`config.mk`:
```
export PLATFORM = sky130hd
export DESIGN_NAME = fzat_mul
export DESIGN_NICKNAME = d
export VERILOG_FILES = /design/src/rtl/fzat_pkg.sv /design/src/rtl/fzat_mul.sv
export SDC_FILE = /design/constraint.sdc
export NUM_CORES = 2
export LEC_CHECK = 0
export ABC_CLOCK_PERIOD_IN_PS = 9900
export BUFFER_PORTS_ARGS = -buffer_cell sky130_fd_sc_hd__buf_4
export CAP_MARGIN = 0
export CORE_MARGIN = 10
export CORE_UTILIZATION = 65
export DETAILED_ROUTE_END_ITERATION = 10
export PLACE_DENSITY_LB_ADDON = 0.25
export SYNTH_ARGS = -nofsm -noshare
export SYNTH_HDL_FRONTEND = slang
export SYNTH_SLANG_ARGS = --single-unit
```
`constraint.sdc`:
```
create_clock -name clk -period 9.9 [get_ports clk]
set_input_delay 1.485 -clock clk [delete_from_list [all_inputs] [get_ports clk]]
set_output_delay 1.485 -clock clk [all_outputs]
set_load 0.02 [all_outputs]
```
`src/rtl/fzat_pkg.sv`:
```
`default_nettype none

package fzat_pkg;

	// Sample format and fixed widths
	localparam int SAMPLE_W   = 24;
	localparam int ANG_W      = 32;
	localparam int TAB_LEN    = 24;
	localparam int TAB_IDX_W  = 5;
	localparam int MUL_B_W    = 33;
	localparam int GAIN_W     = 23;
	localparam int BK_W       = 32;
	localparam int LEVEL_W    = 16;
	localparam int CFG_DATA_W = 16;
	localparam int CFG_IDX_W  = 2;
	localparam int DECAY_W    = 24;

	localparam int CORDIC_STEPS_DEF = 16;

	// Gain is 5 + 100 * drive in Q16
	localparam logic [GAIN_W-1:0] GAIN_BASE = GAIN_W'(5 * 65536);
	localparam logic [GAIN_W-1:0] GAIN_STEP = GAIN_W'(100);
	// 0.8 in Q0.16, 0.99 in Q0.24
	localparam logic [BK_W-1:0]    OFFSET_K = BK_W'(52429);
	localparam logic [DECAY_W-1:0] DECAY_K  = DECAY_W'(16609444);

	localparam logic [CFG_DATA_W-1:0] DRIVE_RST = CFG_DATA_W'(32768);
	localparam logic [LEVEL_W-1:0]    LEVEL_RST = LEVEL_W'(32768);
	localparam logic [CFG_DATA_W-1:0] BIAS_RST  = CFG_DATA_W'(32768);
	localparam logic [GAIN_W-1:0]     GAIN_RST  = GAIN_W'(5 * 65536 + 100 * 32768);
	localparam logic [BK_W-1:0]       BK_RST    = BK_W'(32768 * 52429);

	typedef enum logic [CFG_IDX_W-1:0] {
		REG_DRIVE  = 2'd0,
		REG_LEVEL  = 2'd1,
		REG_OCTAVE = 2'd2,
		REG_BIAS   = 2'd3
	} fzat_reg_t;

	typedef enum logic [2:0] {
		ST_IDLE,
		ST_OFFSET,
		ST_BIAS,
		ST_GAIN,
		ST_CSTART,
		ST_CORDIC,
		ST_SCALE,
		ST_ROUND
	} fzat_state_t;

	typedef struct packed {
		logic signed [SAMPLE_W-1:0] sample_in;
		logic                       end_of_block;
	} fzat_in_word_t;

	typedef struct packed {
		logic signed [SAMPLE_W-1:0] sample_out;
		logic                       end_of_block_out;
	} fzat_out_word_t;

	// atan(2^-i) in radians, Q30
	function automatic logic [ANG_W-2:0] atan_entry(input logic [TAB_IDX_W-1:0] idx);
		logic [ANG_W-2:0] v;
		case (idx)
			5'd0:  v = 31'd843314857;
			5'd1:  v = 31'd497837829;
			5'd2:  v = 31'd263043837;
			5'd3:  v = 31'd133525159;
			5'd4:  v = 31'd67021687;
			5'd5:  v = 31'd33543516;
			5'd6:  v = 31'd16775851;
			5'd7:  v = 31'd8388437;
			5'd8:  v = 31'd4194283;
			5'd9:  v = 31'd2097149;
			5'd10: v = 31'd1048576;
			5'd11: v = 31'd524288;
			5'd12: v = 31'd262144;
			5'd13: v = 31'd131072;
			5'd14: v = 31'd65536;
			5'd15: v = 31'd32768;
			5'd16: v = 31'd16384;
			5'd17: v = 31'd8192;
			5'd18: v = 31'd4096;
			5'd19: v = 31'd2048;
			5'd20: v = 31'd1024;
			5'd21: v = 31'd512;
			5'd22: v = 31'd256;
			5'd23: v = 31'd128;
			default: v = '0;
		endcase
		return v;
	endfunction

endpackage

`default_nettype wire

```
`src/rtl/fzat_mul.sv`:
```
`default_nettype none

module fzat_mul #(
	parameter int A_W = fzat_pkg::SAMPLE_W + 1,
	parameter int B_W = fzat_pkg::MUL_B_W
) (
	input  wire logic                   clk,
	input  wire logic                   en,
	input  wire logic signed [A_W-1:0]  a,
	input  wire logic signed [B_W-1:0]  b,
	output logic signed [A_W+B_W-1:0]   p_q
);

	// Hold the product until the next issue
	always_ff @(posedge clk) begin
		if (en) begin
			p_q <= (A_W+B_W)'(a) * (A_W+B_W)'(b);
		end
	end

endmodule

`default_nettype wire

```
---- After elaboration in Yosys (flattened, before gate mapping) ----
Cells that the tools add are included.
operators by class
  add/sub/neg operators ................... 0
  $mul .................................... 1
  div/mod/pow operators ................... 0
  magnitude comparators ................... 0
  equality and inequality tests ........... 0
  shift operators ......................... 0
  multiplexer cells ....................... 0
  bitwise logic cells ..................... 0
  reductions and logical operators ........ 0
operator list
  kind                          number
  multiplier 25 x 33 -> 58 bit  1
word-level totals
  flip-flop bits (word level) ............. 58
  bits in latches ......................... 0
  RAM bits ................................ 0
  ROM bits ................................ 0
  output and inout port bits .............. 58
  word-level logic and storage cells ...... 2
  memories kept ........................... 0

---- Logic depth before layout (Yosys ltp) ----
  word-level depth ........................ 1
  gate-level depth with buffers ........... 27

---- Least setup slack after synthesis ----
No wires, ideal clock.
  path kind ............................... input port to flip-flop
  start ................................... input b[32]
  end ..................................... register p_q[57], data pin
  library setup time ...................... 0.280 ns
  arrival ................................. 7.737 ns
  slack ................................... 1.883 ns
  stages .................................. 21
  buffers on the path ..................... 2
  cell sequence ........................... clkbuf_1 -> nand2_1 -> inv_1 -> fa_1 -> fa_1 -> inv_1 -> fa_1 -> inv_1 -> fa_1 -> fa_1 -> fa_1 -> fa_1 -> ha_1 -> clkbuf_8 -> a21o_1 -> a21o_1 -> a21o_1 -> a21o_1 -> and3_1 -> a21oi_1 -> o211ai_1
between the ends
  longest elaborated chain between the ends .. 1
ends and longest elaborated chain
  element                       RTL line        RTL
  start, declared               fzat_mul.sv:10  input wire logic signed [B_W-1:0] b,
  multiplier 25 x 33 -> 58 bit  fzat_mul.sv:17  p_q <= (A_W+B_W)'(a) * (A_W+B_W)'(b);
  end signal, assigned          fzat_mul.sv:17
  end, declared                 fzat_mul.sv:11  output logic signed [A_W+B_W-1:0] p_q
No other way between the ends.
A chain may end at the register's enable or synchronous reset.

---- Worst setup path after layout ----
  start ................................... input a[4]
  end ..................................... register p_q[57], data pin
between the ends
  longest elaborated chain between the ends .. 1
ends and longest elaborated chain
  element                       RTL line        RTL
  start, declared               fzat_mul.sv:9   input wire logic signed [A_W-1:0] a,
  multiplier 25 x 33 -> 58 bit  fzat_mul.sv:17
No other way between the ends.

==> summary by stage <==
Drt
The average wire length per cell after detail routing is roughly 21 um. The remaining number of nets flagged by the antenna check after routing is 0. The pre-antenna-repair detailed-routing pass consisted of 5 iterations. Summing over every cut layer, the via total after detailed routing is about 22000. The number of vias per cell is 5.82. For this block, the routed nets add up to about 80 mm of wire. After detailed routing, the number of remaining DRC violations is 0. The first routing iteration left approximately 1500 violations.

Place
After detailed placement, the total cell area comes to between 0.03 and 0.04 mm2. The number of input and output port buffers inserted is between 100 and 150. The estimated wirelength of the detail-placed design is roughly 64 mm.

At the end of routability-driven placement, the weighted congestion stood at between 0.9 and 1.

Timing
For the pin with the worst max-slew slack, the measured transition is between 900 and 1000 ps. The setup total negative slack is 0 ps. The worst path in the final design needs a cycle of between 8000 and 9000 ps, including I/O delays and setup. The final hold violation count was 0. Setup repair after global routing left no endpoint under its margin. Setup violations remaining at the end of the flow were counted as 0.

The final worst-path cycle share is 0.873. Headroom to the max-slew limit came out at 0.342. The achievable clock frequency is between 100 and 150 MHz. The number of slew-limit violations in the final report is 0.

Clock network
After clock tree synthesis, the setup repair step added 0 buffers. The count of instances resized after the clock tree is built is 0. The master cell of the clock root buffer is sky130_fd_sc_hd__clkbuf_16. The clock tree from TritonCTS is yes.

In this run the deepest clock path goes through 2 buffers. CTS built an H-tree with a depth of 3. The number of buffers inserted during clock tree synthesis is 9. The clock net in this run drives a total of 58 sinks.

After clock tree synthesis, the clock-pin slew on the worst setup and hold paths is ~60 ps. The number of hold buffers added after CTS was 0.

Floorplanning
In this run the vertical extent of the chip is between 200 and 250 um. The floorplan row count is 79. 118 I/O pins were placed. The core region is 0.0467 mm2. The die outline area is ~0.056 mm2. From left edge to right edge, the die measures 238 um.

The initial utilization of the core area, before any placement, comes to 0.660.

Min path
The class of the most critical hold timing path is input pin to flop.

Layout
In the final layout, the registers with the most flip-flops are p_q (58). The fill cell total of the finished layout is between 3000 and 4000. The flip-flop count of the largest register after layout is 58.

The final non-filler cell area is 0.0321 mm2. In the final layout, the multi-input gates occupy approximately 0.025 mm2. The synthesis-to-layout area growth is 4.40%. In the final layout, the share of cells above drive strength 1 is 0.0474. The sequential standard cell area is approximately 0.0017 mm2.

At the end of the flow the core is filled with cells to 0.689. The final net count is 4239. Ranked by flip-flop count, first place goes to p_q.

Synthesis
During synthesis, Yosys emitted a total of 0 warnings. After technology mapping, the gate count stands at ~3200. By area, the combinational part of the netlist is dominated by adder cells.

The synthesized design contains 58 register bits. The most used flip-flop cell after synthesis is sky130_fd_sc_hd__edfxtp_1. After synthesis the cells add up to approximately 0.03 mm2. Of the total synthesized cell area, the portion taken by full adders, half adders and majority gates is 0.611. The fraction of the mapped netlist area in compound gates is 0.0434. The multiplexer share of the synthesized area is 0. The fraction of the mapped netlist area in simple logic gates is 0.155. The number of synthesized flops with an enable pin is slightly below 60. The mean instance size in the synthesized netlist is roughly 9.6 um2. Of the total synthesized cell area, the portion taken by XOR and XNOR cells is 0.0168. Counting every net in the synthesized netlist gives about 4300. In the synthesized netlist the async set-or-reset flop fraction comes to 0. Synthesis instantiated 60 different standard cells from the library.

Of the synthesized area, sequential elements account for 0.0566.

Global routing
The number of antenna violations at the first check in global routing is 3. In the global route stage, overall resource usage came out at 0.301. Entering global routing, the biggest net connects 59 pins.

The aggregate global routing overflow is 0. The number of global-route vias before repair came to about 25000. The first global-routing pass estimated ~130 mm of wire.

Critical path
Along the worst path, the maximum fanout reaches 33. The element type at the critical path end is a flop. The critical path is of the input pin to flop type. STA puts the critical path data required time at between 9000 and 10000 ps. The data arrival at the endpoint of the critical path is between 8000 and 9000 ps.

The worst setup path is launched from an input pin.

Run
Across the run, the number of max-cap violations was 0.

Status
The flow ran to the end, and the final reports show no timing, DRC or antenna violations.
[metal layers]
metal  share of wire  vias up  GRT usage
met5               0        -          0
li1                -     9215          -
met4           0.068        0      0.177
met3           0.081      317     0.0563
met2            0.51     1060      0.520
met1            0.34    11500      0.347
[worst paths after layout]
kind	start	end	slack [ps]	cells past startpoint
max	a[4]	p_q[57]	1260	24
min	en	p_q[57]	1710	1
[critical path, stage by stage]
cell and delay, ps:
sky130_fd_sc_hd__buf_4 320, sky130_fd_sc_hd__nand2_1 140, sky130_fd_sc_hd__fa_1 560, sky130_fd_sc_hd__inv_1 50, sky130_fd_sc_hd__fa_1 560, sky130_fd_sc_hd__inv_1 110
sky130_fd_sc_hd__fa_1 510, sky130_fd_sc_hd__fa_1 520, sky130_fd_sc_hd__inv_1 60, sky130_fd_sc_hd__fa_1 500, sky130_fd_sc_hd__fa_1 490, sky130_fd_sc_hd__inv_1 50
sky130_fd_sc_hd__fa_1 580, sky130_fd_sc_hd__inv_1 80, sky130_fd_sc_hd__ha_1 390, sky130_fd_sc_hd__a21oi_1 260, sky130_fd_sc_hd__o21bai_1 100, sky130_fd_sc_hd__a21o_1 230
sky130_fd_sc_hd__nor3b_1 350, sky130_fd_sc_hd__nand4_1 140, sky130_fd_sc_hd__o21ai_1 410, sky130_fd_sc_hd__o221ai_1 310, sky130_fd_sc_hd__a21oi_1 300, sky130_fd_sc_hd__o211ai_1 150
[cells in the final DEF (no fill, tap or decap), types with 6 or more instances in the layout]
cell type	count
sky130_fd_sc_hd__a211oi_1	8
sky130_fd_sc_hd__a21o_1	34
sky130_fd_sc_hd__a21oi_1	51
sky130_fd_sc_hd__a31oi_1	10
sky130_fd_sc_hd__and2_1	409
sky130_fd_sc_hd__and3_1	8
sky130_fd_sc_hd__buf_4	119
sky130_fd_sc_hd__clkbuf_16	9
sky130_fd_sc_hd__edfxtp_1	58
sky130_fd_sc_hd__fa_1	842
sky130_fd_sc_hd__ha_1	157
sky130_fd_sc_hd__inv_1	785
sky130_fd_sc_hd__nand2_1	416
sky130_fd_sc_hd__nand2b_1	11
sky130_fd_sc_hd__nand3_1	16
sky130_fd_sc_hd__nand4_1	15
sky130_fd_sc_hd__nor2_1	57
sky130_fd_sc_hd__nor3_1	6
sky130_fd_sc_hd__o211ai_1	7
sky130_fd_sc_hd__o21ai_0	28
sky130_fd_sc_hd__o21bai_1	15
sky130_fd_sc_hd__xnor2_1	44
sky130_fd_sc_hd__xor2_1	15
[final cells by class]
| cell class | instances | area share |
|---|---|---|
| multi-input combinational | 2206 | 0.792 |
| inverter | 786 | 0.0918 |
| sequential | 58 | 0.0542 |
| timing repair buffer | 119 | 0.0278 |
| tap | 607 | 0.0236 |
| clock buffer | 9 | 0.00701 |
| clock inverter | 7 | 0.00389 |
| antenna | 1 | 0.0000779 |
[kinds of logic after synthesis]
kind of cell,count (synthesis)
flops,58
fa+ha+maj,999
buf+inv,944
xor+xnor,59
simple gates,954
compound gates,194
[cell usage after synthesis, drive strengths merged, types with 2 or more instances]
cell     instances  area (um2)
a211o            3        26.3
a211oi           9        72.6
a21boi           2        15.0
a21o            36         273
a21oi           51         255
a221oi           2        17.5
a311oi           2        17.5
a31o             2        17.5
a31oi           12        96.3
and2           410        2570
and3             8        50.1
buf              5        33.8
clkbuf         153         618
edfxtp          58        1740
fa             842       16900
ha             157        1960
inv            785        2950
nand2          416        1560
nand2b          11        68.8
nand3           16        80.1
nand4           15        93.8
nor2            57         214
nor2b            5        31.3
nor3             6        30.0
nor3b            3        22.5
nor4             3        18.8
o2111ai          2        17.5
o211a            2        20.0
o211ai           9        77.6
o21a             6        52.6
o21ai           32         175
o21bai          15         113
o31ai            3        37.5
or3              2        12.5
xnor2           44         385
xor2            15         131
[per-stage QoR]
| stage | instances | hold WS (ps) | setup slack, ps |
|---|---|---|---|
| floorplan | 3208 | 1600 | 1880 |
| global placement | 3776 | 1920 | 1110 |
| detailed placement | 3776 | 1920 | 1050 |
| CTS | 3792 | 1720 | 1370 |
| global route | 3792 | 1730 | 948 |
| finish | 3793 | 1710 | 1260 |
Power is not shown: default switching activity piles up to over one toggle a cycle in this logic, so the estimate is an artifact.
