`src/rtl/fzat_pkg.sv`:
```
`default_nettype none

package fzat_pkg;

	// Sample format and fixed widths
	localparam int SAMPLE_W   = 24;
	localparam int ANG_W      = 32;
	localparam int TAB_LEN    = 24;
	localparam int TAB_IDX_W  = 5;
	localparam int MUL_B_W    = 33;
	localparam int GAIN_W     = 23;
	localparam int BK_W       = 32;
	localparam int LEVEL_W    = 16;
	localparam int CFG_DATA_W = 16;
	localparam int CFG_IDX_W  = 2;
	localparam int DECAY_W    = 24;

	localparam int CORDIC_STEPS_DEF = 16;

	// Gain is 5 + 100 * drive in Q16
	localparam logic [GAIN_W-1:0] GAIN_BASE = GAIN_W'(5 * 65536);
	localparam logic [GAIN_W-1:0] GAIN_STEP = GAIN_W'(100);
	// 0.8 in Q0.16, 0.99 in Q0.24
	localparam logic [BK_W-1:0]    OFFSET_K = BK_W'(52429);
	localparam logic [DECAY_W-1:0] DECAY_K  = DECAY_W'(16609444);

	localparam logic [CFG_DATA_W-1:0] DRIVE_RST = CFG_DATA_W'(32768);
	localparam logic [LEVEL_W-1:0]    LEVEL_RST = LEVEL_W'(32768);
	localparam logic [CFG_DATA_W-1:0] BIAS_RST  = CFG_DATA_W'(32768);
	localparam logic [GAIN_W-1:0]     GAIN_RST  = GAIN_W'(5 * 65536 + 100 * 32768);
	localparam logic [BK_W-1:0]       BK_RST    = BK_W'(32768 * 52429);

	typedef enum logic [CFG_IDX_W-1:0] {
		REG_DRIVE  = 2'd0,
		REG_LEVEL  = 2'd1,
		REG_OCTAVE = 2'd2,
		REG_BIAS   = 2'd3
	} fzat_reg_t;

	typedef enum logic [2:0] {
		ST_IDLE,
		ST_OFFSET,
		ST_BIAS,
		ST_GAIN,
		ST_CSTART,
		ST_CORDIC,
		ST_SCALE,
		ST_ROUND
	} fzat_state_t;

	typedef struct packed {
		logic signed [SAMPLE_W-1:0] sample_in;
		logic                       end_of_block;
	} fzat_in_word_t;

	typedef struct packed {
		logic signed [SAMPLE_W-1:0] sample_out;
		logic                       end_of_block_out;
	} fzat_out_word_t;

	// atan(2^-i) in radians, Q30
	function automatic logic [ANG_W-2:0] atan_entry(input logic [TAB_IDX_W-1:0] idx);
		logic [ANG_W-2:0] v;
		case (idx)
			5'd0:  v = 31'd843314857;
			5'd1:  v = 31'd497837829;
			5'd2:  v = 31'd263043837;
			5'd3:  v = 31'd133525159;
			5'd4:  v = 31'd67021687;
			5'd5:  v = 31'd33543516;
			5'd6:  v = 31'd16775851;
			5'd7:  v = 31'd8388437;
			5'd8:  v = 31'd4194283;
			5'd9:  v = 31'd2097149;
			5'd10: v = 31'd1048576;
			5'd11: v = 31'd524288;
			5'd12: v = 31'd262144;
			5'd13: v = 31'd131072;
			5'd14: v = 31'd65536;
			5'd15: v = 31'd32768;
			5'd16: v = 31'd16384;
			5'd17: v = 31'd8192;
			5'd18: v = 31'd4096;
			5'd19: v = 31'd2048;
			5'd20: v = 31'd1024;
			5'd21: v = 31'd512;
			5'd22: v = 31'd256;
			5'd23: v = 31'd128;
			default: v = '0;
		endcase
		return v;
	endfunction

endpackage

`default_nettype wire

```
`src/rtl/fzat_cordic.sv`:
```
`default_nettype none

module fzat_cordic #(
	parameter int XY_W  = fzat_pkg::SAMPLE_W + 26,
	parameter int STEPS = fzat_pkg::CORDIC_STEPS_DEF,
	parameter int X0_SH = fzat_pkg::SAMPLE_W + 15
) (
	input  wire logic                                clk,
	input  wire logic                                arst_n,
	input  wire logic                                start,
	input  wire logic signed [XY_W-1:0]              y_init,
	output logic                                     done,
	output logic signed [fzat_pkg::ANG_W-1:0]        angle
);
	import fzat_pkg::*;

	localparam int STEP_W = $clog2(STEPS);

	logic                     run_q;
	logic                     done_q;
	logic [STEP_W-1:0]        step_q;
	logic signed [XY_W-1:0]   x_q;
	logic signed [XY_W-1:0]   y_q;
	logic signed [ANG_W-1:0]  ang_q;
	logic signed [XY_W-1:0]   xs;
	logic signed [XY_W-1:0]   ys;
	logic signed [ANG_W-1:0]  tab;

	assign xs  = x_q >>> step_q;
	assign ys  = y_q >>> step_q;
	assign tab = $signed({1'b0, atan_entry(TAB_IDX_W'(step_q))});

	always_ff @(posedge clk or negedge arst_n) begin
		if (!arst_n) begin
			run_q  <= 1'b0;
			done_q <= 1'b0;
			step_q <= '0;
		end else begin
			done_q <= 1'b0;
			if (start) begin
				run_q  <= 1'b1;
				step_q <= '0;
			end else if (run_q) begin
				if (step_q == STEP_W'(STEPS - 1)) begin
					run_q  <= 1'b0;
					done_q <= 1'b1;
				end else begin
					step_q <= step_q + 1'b1;
				end
			end
		end
	end

	// Rotate toward the x axis, one micro-rotation per cycle
	always_ff @(posedge clk) begin
		if (start) begin
			x_q   <= XY_W'(1) <<< X0_SH;
			y_q   <= y_init;
			ang_q <= '0;
		end else if (run_q) begin
			if (!y_q[XY_W-1]) begin
				x_q   <= x_q + ys;
				y_q   <= y_q - xs;
				ang_q <= ang_q + tab;
			end else begin
				x_q   <= x_q - ys;
				y_q   <= y_q + xs;
				ang_q <= ang_q - tab;
			end
		end
	end

	assign done  = done_q;
	assign angle = ang_q;

endmodule

`default_nettype wire

```
`config.mk`:
```
export PLATFORM = sky130hd
export DESIGN_NAME = fzat_cordic
export DESIGN_NICKNAME = d
export VERILOG_FILES = /design/src/rtl/fzat_pkg.sv /design/src/rtl/fzat_cordic.sv
export SDC_FILE = /design/constraint.sdc
export NUM_CORES = 1
export LEC_CHECK = 0
export ABC_AREA = 1
export BUFFER_PORTS_ARGS = -buffer_cell sky130_fd_sc_hd__buf_4
export CORE_AREA = 5 5 305 307
export DETAILED_ROUTE_END_ITERATION = 8
export DIE_AREA = 0 0 310 312
export PLACE_DENSITY_LB_ADDON = 0.2
export SLEW_MARGIN = 10
export SYNTH_ARGS = -nofsm -noshare
export SYNTH_HDL_FRONTEND = slang
export SYNTH_SLANG_ARGS = --single-unit
```
`constraint.sdc`:
```
create_clock -name clk -period 3.9 [get_ports clk]
set_input_delay 0.195 -clock clk [delete_from_list [all_inputs] [get_ports clk]]
set_output_delay 0.195 -clock clk [all_outputs]
set_load 0.02 [all_outputs]
```
Word level (Yosys, flattened, before mapping)
Memory sizes are Yosys's and may differ from the RTL's.
Cells that the tools add are included.
{ "op_classes": {"shift": 2, "addsub": 7, "div": 0, "order_cmp": 0, "mux": 14, "n_reduce_logical": 2, "n_bitwise": 0, "mul": 0, "eq_ne": 2} }
{ "ops": {"columns": ["cell", "n"], "rows": [
  ["$mux 50", 4],
  ["$add 50x50->50", 2],
  ["$sshr 50x4->50", 2],
  ["$sub 50x50->50", 2],
  ["$add 32x32->32", 1],
  ["$mux 32", 1],
  ["$sub 32x32->32", 1],
  ["$mux 4", 3],
  ["$mux 1", 6],
  ["$add 4x1->4 const B", 1],
  ["$eq 4x4->1 const B", 1],
  ["$ne 2x2->1 const B", 1],
  ["$reduce_and 2->1", 1],
  ["$reduce_bool 2->1", 1]
]} }
{ "totals": {"memories": 1, "inputBits": 53, "latch_bits": 0, "regBits": 138, "ram_bits": 0, "romBits": 480, "output_inout_bits": 33, "elab_cells": 34} }
{ "mem_list": {"columns": ["memory", "words", "width", "rd", "rd_ports_with_merged_regs", "write_ports", "line_no", "text"], "rows": [
  ["(name not given)", 16, 30, 1, 0, 0, "fzat_pkg.sv:64", "case (idx)"]
]} }

Longest topological paths before layout
{ "depth": {"ltp_word": 5, "depth_mapped": 35, "ltp_nobuf": 33} }

Worst setup path before layout
OpenSTA, ideal clock, no wires.
{ "synth_path": {"path_kind": "reg-to-reg", "start": "register step_q[0]", "end": "register ang_q[24], in the netlist angle[24]", "required_ps": 3785, "setup_time_ps": 115, "period_less_slack_ps": 3977, "stages_incl_launch_ff": 30, "n_path_buf": 3, "t_arrival_ps": 3862, "setup_slack_ps": -77, "cell_sequence": "dfrtp_1 -> buf_6 -> inv_4 -> buf_6 -> buf_6 -> ha_1 -> nand2_1 -> inv_1 -> nor2_1 -> inv_1 -> o21ai_0 -> nor2_1 -> nand2_1 -> nor2_1 -> inv_1 -> nand2_1 -> xnor2_1 -> ha_1 -> a21oi_1 -> o21ai_0 -> a21oi_1 -> o21ai_0 -> nand2_1 -> nand2_1 -> a21boi_0 -> o21ai_0 -> nand2_1 -> nand2_1 -> o21ai_0 -> inv_1"} }
{ "synth_between": {"elab_chain_cells": 3, "elab_cells_between_ends": 4, "cone_classes": "add/sub: 2; mux: 1; memory: 1"} }
{ "synth_rtl": {"columns": ["item", "line_no", "text"], "rows": [
  ["start, declared", "fzat_cordic.sv:21", "logic [STEP_W-1:0] step_q;"],
  ["start signal, assigned", "fzat_cordic.sv:48", "step_q <= step_q + 1'b1;"],
  ["$mem_v2 16x30 (*)", null, null],
  ["$add 32x32->32 / $sub 32x32->32 (equally long branches)", "fzat_cordic.sv:64, fzat_cordic.sv:68", null],
  ["$mux 32 (*)", "fzat_cordic.sv:61", "if (!y_q[XY_W-1]) begin"],
  ["end signal, assigned", "fzat_cordic.sv:64", "ang_q <= ang_q + tab;"],
  ["end signal, assigned", "fzat_cordic.sv:68", "ang_q <= ang_q - tab;"],
  ["end, declared", "fzat_cordic.sv:24", "logic signed [ANG_W-1:0] ang_q;"]
]} }
Every way passes the cells marked *; elsewhere a longest branch is shown, timed or not.
A chain may end at the register's enable or synchronous reset.

Final worst setup path
{ "layout_path": {"start": "register step_q[0]", "end": "register y_q[37], data pin"} }
{ "layout_between": {"elab_chain_cells": 5, "elab_cells_between_ends": 6, "cone_classes": "add/sub: 2; shift: 1; mux: 3"} }
{ "layout_rtl": {"columns": ["item", "line_no", "text"], "rows": [
  ["$sshr 50x4->50 (*)", "fzat_cordic.sv:29", "assign xs = x_q >>> step_q;"],
  ["$sub 50x50->50 / $add 50x50->50 (equally long branches)", "fzat_cordic.sv:63, fzat_cordic.sv:67", null],
  ["$mux 50 (*)", "fzat_cordic.sv:61", null],
  ["$mux 50 (*)", "fzat_cordic.sv:60", "end else if (run_q) begin"],
  ["$mux 50 (*)", "fzat_cordic.sv:56", "if (start) begin"],
  ["end signal, assigned", "fzat_cordic.sv:58", "y_q <= y_init;"],
  ["end signal, assigned", "fzat_cordic.sv:63", "y_q <= y_q - xs;"],
  ["end signal, assigned", "fzat_cordic.sv:67", "y_q <= y_q + xs;"],
  ["end, declared", "fzat_cordic.sv:23", "logic signed [XY_W-1:0] y_q;"]
]} }
Every way passes the cells marked *; elsewhere a longest branch is shown, timed or not. The select of a mux whose other input is x is not followed.

==> results.yml <==
sta:
  tightest_slew_ns: 0.980
  grt_setup_unrepaired: "true"
  fin_tns_setup_ns: -32.31
  hold_viol: 0
  fin_hold_ws_ns: 0.0465
  timing.final.crit_share_pct: 117
  slew_headroom_pct: 34.7
  slew_viol_final: 0
  clock.fmax_mhz: 220
  fin_ws_ns: -0.647
  fin_crit_ns: 4.55
  finalSetupViolations: 94
  skew_ns: 0.0203
synthesis:
  synth_edf_count: 50
  yosysTopAreaCellShare_pct: 18.6
  synthAdderAreaFrac_pct: 8.03
  yosys_warnings: 0
  async_flop_share_pct: 4.35
  synth_ff_type: "dfxtp_1"
  syn_inst: 3926
  synth_area_leaders: "nand2_1 (19%), nand3_1 (14%), ha_1 (7.8%), nor2_1 (7.7%), dfxtp_1 (7.4%)"
  synth-simple-area-share_pct: 45.2
  synthesis.area_um2: 22200
  ys_seq_area_share_pct: 14.8
  synth-seq-cells: 138
  yosys.area.top_type: "nand2_1"
  synth_cell_types: 56
  synth_top_family_by_area: "simple AND/OR/NAND/NOR gates"
  synth.net_count: 4120
  synth.area.mux_share_pct: 0
  synth_compound_area_share_pct: 16.3
  synth_xor_area_share_pct: 5.95
  avgSynthCellArea_um2: 5.67
worst_setup_path:
  critical_path.slowest_cell: "dfrtp_4"
  critPathMaxFanout: 10
  cp.required_ns: 4.14
  critical_path_class: "reg2reg"
  slowest_delay_ns: 0.51
  cpMostUsedCell: "nand2_1"
  cp-start-kind: "flop"
  cp-end-kind: "flop"
  critPathArrivalTime_ns: 4.79
die:
  die_w_um: 310
  row_count: 110
  core-area_um2: 89700
  die_y_um: 312
  die-area_um2: 96700
  io_pins: 86
  start_util_pct: 24.8
clock_tree:
  clock_latency_ns: 0.49
  clockBufferDepth: 2
  path_clk_slew_ns: 0.08
  cts.root.buffer_cell: "clkbuf_16"
  clock_sinks: 138
  cts_tree: "done"
  numCtsBuffers: 17
  cts_max_level: 4
grt:
  overflow: 0
  grt_pass1_vias: 29100
  antenna_found_initial: 0
  grt_pass1_wl_mm: 163
  grt_max_degree: 66
  track_usage_pct: 21.5
run:
  drv_cap: 0
drt:
  met3_length_mm: 4.18
  wl_per_cell_um: 17.4
  top_signal_layer_used: "met4"
  wl_mm: 109
  dr_wl_met2_mm: 49.5
  drtIter0Drc: 1894
  drc: 0
  viasPerCell: 4.88
  drtAntennaViolNets: 0
  wl_met1_mm: 51.7
  drtPass1Iterations: 6
  num_vias: 30400
outcome:
  status: "complete, but fails checks"
  violations: "setup timing"
place:
  pre_cts_slack_ns: -1.14
  io_buffer_count: 85
  place_hpwl_mm: 87.9
  gp_congestion: 0.948
  dp_cells: 6096
cells_and_area:
  register_area_um2: 3310
  fin_cells: 6234
  layout-drive-gt1-share_pct: 38.8
  multi_input_area_um2: 19900
  synthToLayoutAreaGrowth_pct: 64.4
  nFillCells: 9693
  num-nets-final: 5238
min_path:
  hp-class: "in2reg"
layout by cell type, fill, tap and decap left out, types with 14 or more instances in the layout:
| cell type | n |
|---|---|
| a21o_1 | 21 |
| a21oi_1 | 140 |
| a21oi_2 | 76 |
| a21oi_4 | 16 |
| a31oi_1 | 26 |
| buf_12 | 25 |
| buf_4 | 1156 |
| buf_6 | 14 |
| clkbuf_16 | 19 |
| dfxtp_1 | 82 |
| dlygate4sd3_1 | 39 |
| edfxtp_1 | 50 |
| ha_1 | 92 |
| ha_4 | 43 |
| inv_1 | 336 |
| inv_2 | 40 |
| nand2_1 | 974 |
| nand2_2 | 130 |
| nand3_1 | 563 |
| nand3_2 | 76 |
| nand4_1 | 37 |
| nor2_1 | 321 |
| nor2_2 | 108 |
| nor2_4 | 44 |
| nor3_1 | 16 |
| o211ai_1 | 24 |
| o21ai_0 | 107 |
| o21ai_1 | 63 |
| o21ai_2 | 47 |
| o21bai_1 | 16 |
| or2_2 | 27 |
| xnor2_1 | 52 |
| xnor2_2 | 14 |
| xor2_1 | 76 |
per-layer routing:
layer	global-route usage (%)	up-vias
met3	1.79	146
met4	6.05	0
li1	-	15300
met2	35.2	653
met1	30.2	14200
met5	0	-
cells in the mapped netlist (24+ instances only):
cell      instances
nand3_1         642
o211ai_1         24
nor3_1           26
o21ai_0         195
clkbuf_1         45
dfxtp_1          82
nor2_1          454
or2_2            27
nand4_1          37
buf_2            42
edfxtp_1         50
inv_1           376
a21oi_1         221
nand2_1        1103
xnor2_1          67
ha_1            138
xor2_1           84
a31oi_1          40
metrics by stage:
stage	area, um^2	utilization, %
global placement	31800	35.5
global route	36600	40.7
detailed placement	31800	35.5
CTS	34800	38.8
finish	36600	40.7
floorplan	22200	-
worst max-delay path: cells and delay by family, from the launching register on:
kind	cells	cell delay (ns)
XOR/XNOR	1	0.08
buffers and inverters	9	1.16
AO/OA/AOI/OAI	2	0.43
AND/OR/NAND/NOR	17	1.81
flip-flops	1	0.51
adder cells (fa/ha/maj)	1	0.30
registers in the layout, indices dropped and copies added (netlist names):
register and count:
step_q 4, angle 32, x_q 50, y_q 50, run_q 1, done 1
final cells by class:
class                   count  area share, %
clock inverters            13          0.322
diodes                      1        0.00684
repair buffers           1238           26.9
flip-flops and latches    138           9.05
inverters                 380           3.94
clock buffers              19           1.21
multi-input cells        3269           54.5
well taps                1176           4.02
kinds of logic after synthesis:
family,count (synthesis)
XOR/XNOR,151
flip-flops,138
AO/OA/AOI/OAI,622
buffers and inverters,519
adder cells (fa/ha/maj),141
AND/OR/NAND/NOR,2355
worst paths after layout:
check	startpoint	to	slack [ns]	cells after the start
min	y_init[22]	y_q[22]$_DFFE_PP_	0.05	3
max reg2reg	step_q[0]$_DFFE_PN0P_	y_q[37]$_DFFE_PP_	-0.65	30
min reg2reg	angle[31]$_SDFFE_PP0P_	angle[31]$_SDFFE_PP0P_	0.54	4
max	step_q[0]$_DFFE_PN0P_	y_q[37]$_DFFE_PP_	-0.65	30
min in group asynchronous	arst_n	step_q[0]$_DFFE_PN0P_	0.06	2
max in group asynchronous	arst_n	step_q[3]$_DFFE_PN0P_	3.69	2
repair_timing:
item                                    4_1_cts  5_1_grt
pin swaps                                   112      111
endpoints found under the setup margin      104      111
gates resized for setup                     452      390
gates cloned                                  2        2
hold buffers                                 39        0
setup buffers                                35       27
hold endpoints to repair                     44        0
Power is not shown: default switching activity piles up to over one toggle a cycle in this logic, so the estimate is an artifact.
